## config.mk

```make
export PLATFORM = sky130hd
export DESIGN_NAME = btpc_div
export DESIGN_NICKNAME = d
export VERILOG_FILES = /design/src/design/btpc_pkg.sv /design/src/design/btpc_div.sv
export SDC_FILE = /design/constraint.sdc
export NUM_CORES = 2
export LEC_CHECK = 0
export BUFFER_PORTS_ARGS = -buffer_cell sky130_fd_sc_hd__clkbuf_2
export CORE_ASPECT_RATIO = 1.75
export CORE_MARGIN = 3
export CORE_UTILIZATION = 40
export DETAILED_ROUTE_END_ITERATION = 16
export PLACE_DENSITY = 0.61
export SETUP_SLACK_MARGIN = 0.02
export SKIP_CTS_REPAIR_TIMING = 1
export SYNTH_ARGS = -nofsm -noshare
export SYNTH_HDL_FRONTEND = slang
export SYNTH_SLANG_ARGS = --single-unit
```

## constraint.sdc

```tcl
create_clock -name clk_i -period 5.9 [get_ports clk_i]
set_input_delay 0.59 -clock clk_i [delete_from_list [all_inputs] [get_ports clk_i]]
set_output_delay 0.59 -clock clk_i [all_outputs]
set_load 0.01 [all_outputs]
```

## src/design/btpc_pkg.sv

```systemverilog
// Shared types, constants and helpers for the barometer compensation pipeline.
package btpc_pkg;

  localparam int unsigned DivW = 32;

  localparam logic [2:0] CfgAc123 = 3'd0;
  localparam logic [2:0] CfgAc456 = 3'd1;
  localparam logic [2:0] CfgB1B2  = 3'd2;
  localparam logic [2:0] CfgMcMd  = 3'd3;
  localparam logic [2:0] CfgOss   = 3'd4;

  localparam logic signed [31:0] B6Offset  = 32'sd4000;
  localparam logic signed [31:0] PCoefSq   = 32'sd3038;
  localparam logic signed [31:0] PCoefLin  = -32'sd7357;
  localparam logic signed [31:0] PCoefOff  = 32'sd3791;
  localparam logic [31:0]        B7Scale   = 32'd50000;
  localparam logic signed [31:0] B4Bias    = 32'sd32768;

  typedef struct packed {
    logic signed [31:0] x1;
    logic [23:0]        up;
    logic               neg;
    logic               err;
  } d1_side_t;

  typedef struct packed {
    logic signed [31:0] b5;
    logic               big;
    logic               err;
  } d2_side_t;

  // signed divide by 2**k, truncating toward zero
  function automatic logic signed [31:0] sdiv_p2(input logic signed [31:0] a,
                                                 input int unsigned k);
    logic signed [31:0] bias;
    bias = a[31] ? ((32'sd1 <<< k) - 32'sd1) : 32'sd0;
    return (a + bias) >>> k;
  endfunction

endpackage

```

## src/design/btpc_div.sv

```systemverilog
// Pipelined unsigned restoring divider, one quotient bit per stage, with sideband.
module btpc_div import btpc_pkg::*; #(
  parameter int unsigned SW = 1
) (
  input  logic            clk_i,
  input  logic            rst_ni,
  input  logic            en_i,
  input  logic            valid_i,
  input  logic [DivW-1:0] dividend_i,
  input  logic [DivW-1:0] divisor_i,
  input  logic [SW-1:0]   side_i,
  output logic            valid_o,
  output logic [DivW-1:0] quot_o,
  output logic [SW-1:0]   side_o
);

  logic [DivW-1:0] v_q;
  logic [DivW-1:0] rem_q  [DivW];
  logic [DivW-1:0] acc_q  [DivW];
  logic [DivW-1:0] dvs_q  [DivW];
  logic [SW-1:0]   side_q [DivW];

  for (genvar k = 0; k < DivW; k++) begin : g_stage
    logic            s_v;
    logic [DivW-1:0] s_rem;
    logic [DivW-1:0] s_acc;
    logic [DivW-1:0] s_dvs;
    logic [SW-1:0]   s_side;
    logic [DivW:0]   sh;
    logic [DivW:0]   diff;
    logic            ge;

    if (k == 0) begin : g_first
      assign s_v    = valid_i;
      assign s_rem  = '0;
      assign s_acc  = dividend_i;
      assign s_dvs  = divisor_i;
      assign s_side = side_i;
    end else begin : g_next
      assign s_v    = v_q[k-1];
      assign s_rem  = rem_q[k-1];
      assign s_acc  = acc_q[k-1];
      assign s_dvs  = dvs_q[k-1];
      assign s_side = side_q[k-1];
    end

    assign sh   = {s_rem, s_acc[DivW-1]};
    assign diff = sh - {1'b0, s_dvs};
    assign ge   = ~diff[DivW];

    always_ff @(posedge clk_i or negedge rst_ni) begin
      if (!rst_ni) begin
        v_q[k] <= 1'b0;
      end else if (en_i) begin
        v_q[k] <= s_v;
      end
    end

    always_ff @(posedge clk_i) begin
      if (en_i) begin
        rem_q[k]  <= ge ? diff[DivW-1:0] : sh[DivW-1:0];
        acc_q[k]  <= {s_acc[DivW-2:0], ge};
        dvs_q[k]  <= s_dvs;
        side_q[k] <= s_side;
      end
    end
  end

  assign valid_o = v_q[DivW-1];
  assign quot_o  = acc_q[DivW-1];
  assign side_o  = side_q[DivW-1];

endmodule

```

==> summary.txt <==
Placement
  – Placed instance area: about 0.16 mm^2
  – GPL Wtd Cong: around 0.95
  – Pre-CTS setup slack: approximately 840 ps
  – Placed Cells incl. Taps: 17.8k
  – PortBufs: between 100 and 150
  – DPL Wire Length: 282,000 um

STA
  – Slew HR: 0.205
  – Final Critical Period: 5080 ps
  – TNS Setup: 0 ps
  – Final setup margin: a little over 800 ps
  – Tightest Pin Transition: roughly 1200 ps
  – Post-route clock skew: between 80 and 90 ps
  – Fin Hold WS: roughly 35 ps
  – # setup viols final: 0
  – Fin. Hold Viols: 0
  – Fmax: between 150 and 200 MHz
  – Tcrit/Tclk final: 0.860
  – RSZ-0062 raised after global routing: false
  – Max-slew violation count: 0

Power
  – Pwr dens: 575 mW/mm^2
  – Internal: between 60 and 70 mW
  – Sequential power share: 0.342
  – Psw: roughly 38 mW
  – Combinational power share: 0.463
  – Pwr Total: 101 mW
  – Lkg Pwr: 69.7 nW
  – Worst vdd rail ir drop: 332 uV
  – Switching portion of total power: 0.373
  – Clock group share of total power: 0.195

Clock tree
  – CTS buffer count: about 310
  – Clk sinks: a little over 3k
  – Clock Path Buffers: 4
  – Clk root buf: clkbuf_16
  – Clk slew on worst S/H paths: approximately 60 ps
  – CTS tree: yes
  – H-tree Lvls: 5
  – Worst-Skew Late Latency: approximately 950 ps

Synth
  – Syn Std Cell Area: between 0.15 and 0.2 mm^2
  – Area contributors post-synth: edfxtp_1 (58%), ha_1 (7.9%), mux2_2 (4.1%)
  – Post-Synth Simple-Gate Area: 0.0747
  – Post-synthesis mux area share: 0.0488
  – Syn_area_per_cell: approximately 12 um^2
  – Top_reg_cell synth: edfxtp_1
  – Synth top area share: 0.580
  – Yosys top cell by area: edfxtp_1
  – Synth Area in Compound Gates: 0.127
  – Ys async rst share: 0.0104
  – Largest family of logic cells by synthesized area: compound AO/OA/AOI/OAI gates
  – Seq cells post-synth: approximately 3k
  – EDFF count, synth: between 3k and 4k
  – Register area share after synthesis: 0.585
  – Adder-cell share of the synthesized area: 0.0828
  – XOR/XNOR share of the synthesized area: 0.0424
  – Gate Count Post-Synth: around 13k
  – Post-synth cell types: between 100 and 150
  – Yosys warns: 0

Finish
  – Final net count: between 10k and 15k
  – Multi-input gate area: about 0.06 mm^2
  – Layout Cell Area excl Fill: ~0.18 mm^2
  – Area Overhead vs Synth: 11.5%
  – Final std cells w/o fill: ~18k
  – Register area: just over 0.09 mm^2
  – Post-layout util: 0.447
  – Fill cells: around 36k
  – Layout cells sized above 1: 0.108

Global routing
  – Antenna violations before repair: 7
  – First-pass GRT wire length: between 500,000 and 600,000 um
  – Number of global-route vias before repair: approximately 100k
  – All-Layer GR Usage: 0.179
  – Largest net degree at the start of global routing: ~150
  – Global route total overflow: 0

Routing
  – Vias per cell: between 5 and 6
  – TritonRoute pass-1 iters: 5
  – Routed wire length: between 300,000 and 400,000 um
  – DR vias: roughly 100k
  – DRT iter0 DRCs: ~4.1k
  – Post-route ant nets: 0
  – WL per Instance: between 20 and 25 um
  – Post-route DRC: 0

Floorplanning
  – Chip height: 836 um
  – IO Count: 103
  – Core ar.: around 0.39 mm^2
  – Initial Util: 0.401
  – Die area: around 0.40 mm^2
  – # rows: approximately 300
  – Chip width: between 400 and 500 um

Worst hold path
  – Hold/Removal Path Class: input port to flip-flop
  – Worst hold stages: 3

Status
  – Run status: complete, no violations

Worst setup path
  – Worst-path maximum fanout: 32
  – Critical path launch point type: flip-flop
  – CP Data Required Time: approximately 6600 ps
  – Arrival time at the worst endpoint: around 5700 ps
  – Setup Crit Path Kind: flip-flop to flip-flop
  – Worst r2r path cells: 15
  – Crit path capture type: flip-flop

Run
  – Maxcap violations: 0
## power groups by stage
stage | Combinational [mW] | Sequential (mW) | Clock [mW]
after floorplan | 34.7 | 33.6 | 0
after global placement | 46.1 | 34.8 | 0
after detailed placement | 46.8 | 34.9 | 0
after CTS | 47.0 | 34.5 | 20.4
after global routing | 51.4 | 35.0 | 21.2
final | 46.7 | 34.5 | 19.7
## metal layers
layer / vias to the layer above / GRT usage / wire, um
met5: - / 0 / 19
met4: 2 / 0.150 / 36100
met3: 1095 / 0.0226 / 9540
met2: 1591 / 0.394 / 226000
met1: 47200 / 0.122 / 97600
li1: 47500 / - / -
## cells in the mapped netlist, types with 23 or more instances
master / instances
ha_1: 993
nor3_1: 143
or2_2: 33
buf_2: 46
nor4_1: 33
mux2i_1: 69
nand2b_1: 148
inv_1: 1262
nor2_1: 574
o2111ai_1: 37
and3_1: 90
a21o_1: 456
a31oi_1: 100
a221oi_1: 27
mux2_2: 578
edfxtp_1: 3040
o31ai_1: 70
and2_1: 44
clkbuf_1: 214
a21oi_1: 772
buf_4: 33
fa_1: 30
o21ai_0: 771
xnor2_1: 465
a21boi_0: 52
o31a_1: 52
a211o_1: 42
nand3_1: 233
dfrtp_1: 32
or3_1: 51
nand4_1: 106
xor2_1: 296
o21bai_1: 81
a211oi_1: 96
mux2_4: 27
o211ai_1: 66
nand2_1: 718
nor2b_1: 156
a2111oi_0: 28
o21a_1: 161
nand3b_1: 23
## critical path, cell delays in order (launching register included)
cell and delay (ps):
edfxtp_1 380, inv_1 100, ha_1 200, fa_1 230
nor2b_1 90, o31a_1 380, o311ai_1 700, buf_4 230
a31oi_1 150, nor2_1 330, o22ai_1 200, o21ai_0 560
nand3_1 190, nand3_1 140, buf_4 430, mux2_2 390
## cell type report
type,instances,share of cell area
timing repair buffer,323,0.0155
tap,5202,0.0371
sequential,3072,0.525
clock inverter,188,0.00997
inverter,1266,0.0271
antenna,7,0.0000999
clock buffer,364,0.0464
multi-input combinational,8004,0.339
## worst paths after layout
path                                 from              end  slack [ps]
min in group asynchronous          rst_ni   g_stage[2].s_v         310
min reg2reg                  acc_q[3][60]     acc_q[3][93]         350
max reg2reg                  acc_q[4][31]     rem_q[1][39]         820
max                          acc_q[4][31]     rem_q[1][39]         820
max in group asynchronous          rst_ni  g_stage[14].s_v        5080
min                        dividend_i[31]      rem_q[0][0]          40
## cells in the final DEF (no fill, tap or decap), types with 101 or more instances in the layout
| master | n |
|---|---|
| edfxtp_1 | 3040 |
| o21ai_0 | 769 |
| nand3_1 | 233 |
| clkbuf_2 | 101 |
| xnor2_1 | 459 |
| a21oi_1 | 772 |
| inv_1 | 1261 |
| xor2_1 | 292 |
| nor2b_1 | 156 |
| nand4_1 | 106 |
| nor2_1 | 572 |
| a21o_1 | 456 |
| nor3_1 | 142 |
| ha_1 | 993 |
| nand2b_1 | 148 |
| clkbuf_16 | 318 |
| o21a_1 | 161 |
| buf_4 | 126 |
| mux2_2 | 578 |
| nand2_1 | 717 |
## state kept, by name, indices dropped and copies added, names as in the netlist
signal / count
side_q: 32
dvs_q: 992
acc_q: 1024
rem_q: 992
valid_o: 1
g_stage.s_v: 31
## cells by family after synthesis
group	count (synthesis)
AO/OA/AOI/OAI	3088
XOR/XNOR	761
adder cells (fa/ha/maj)	1023
buffers and inverters	1569
flip-flops	3072
multiplexers	681
other	1
AND/OR/NAND/NOR	2436
(Power assumes the default switching activity.)
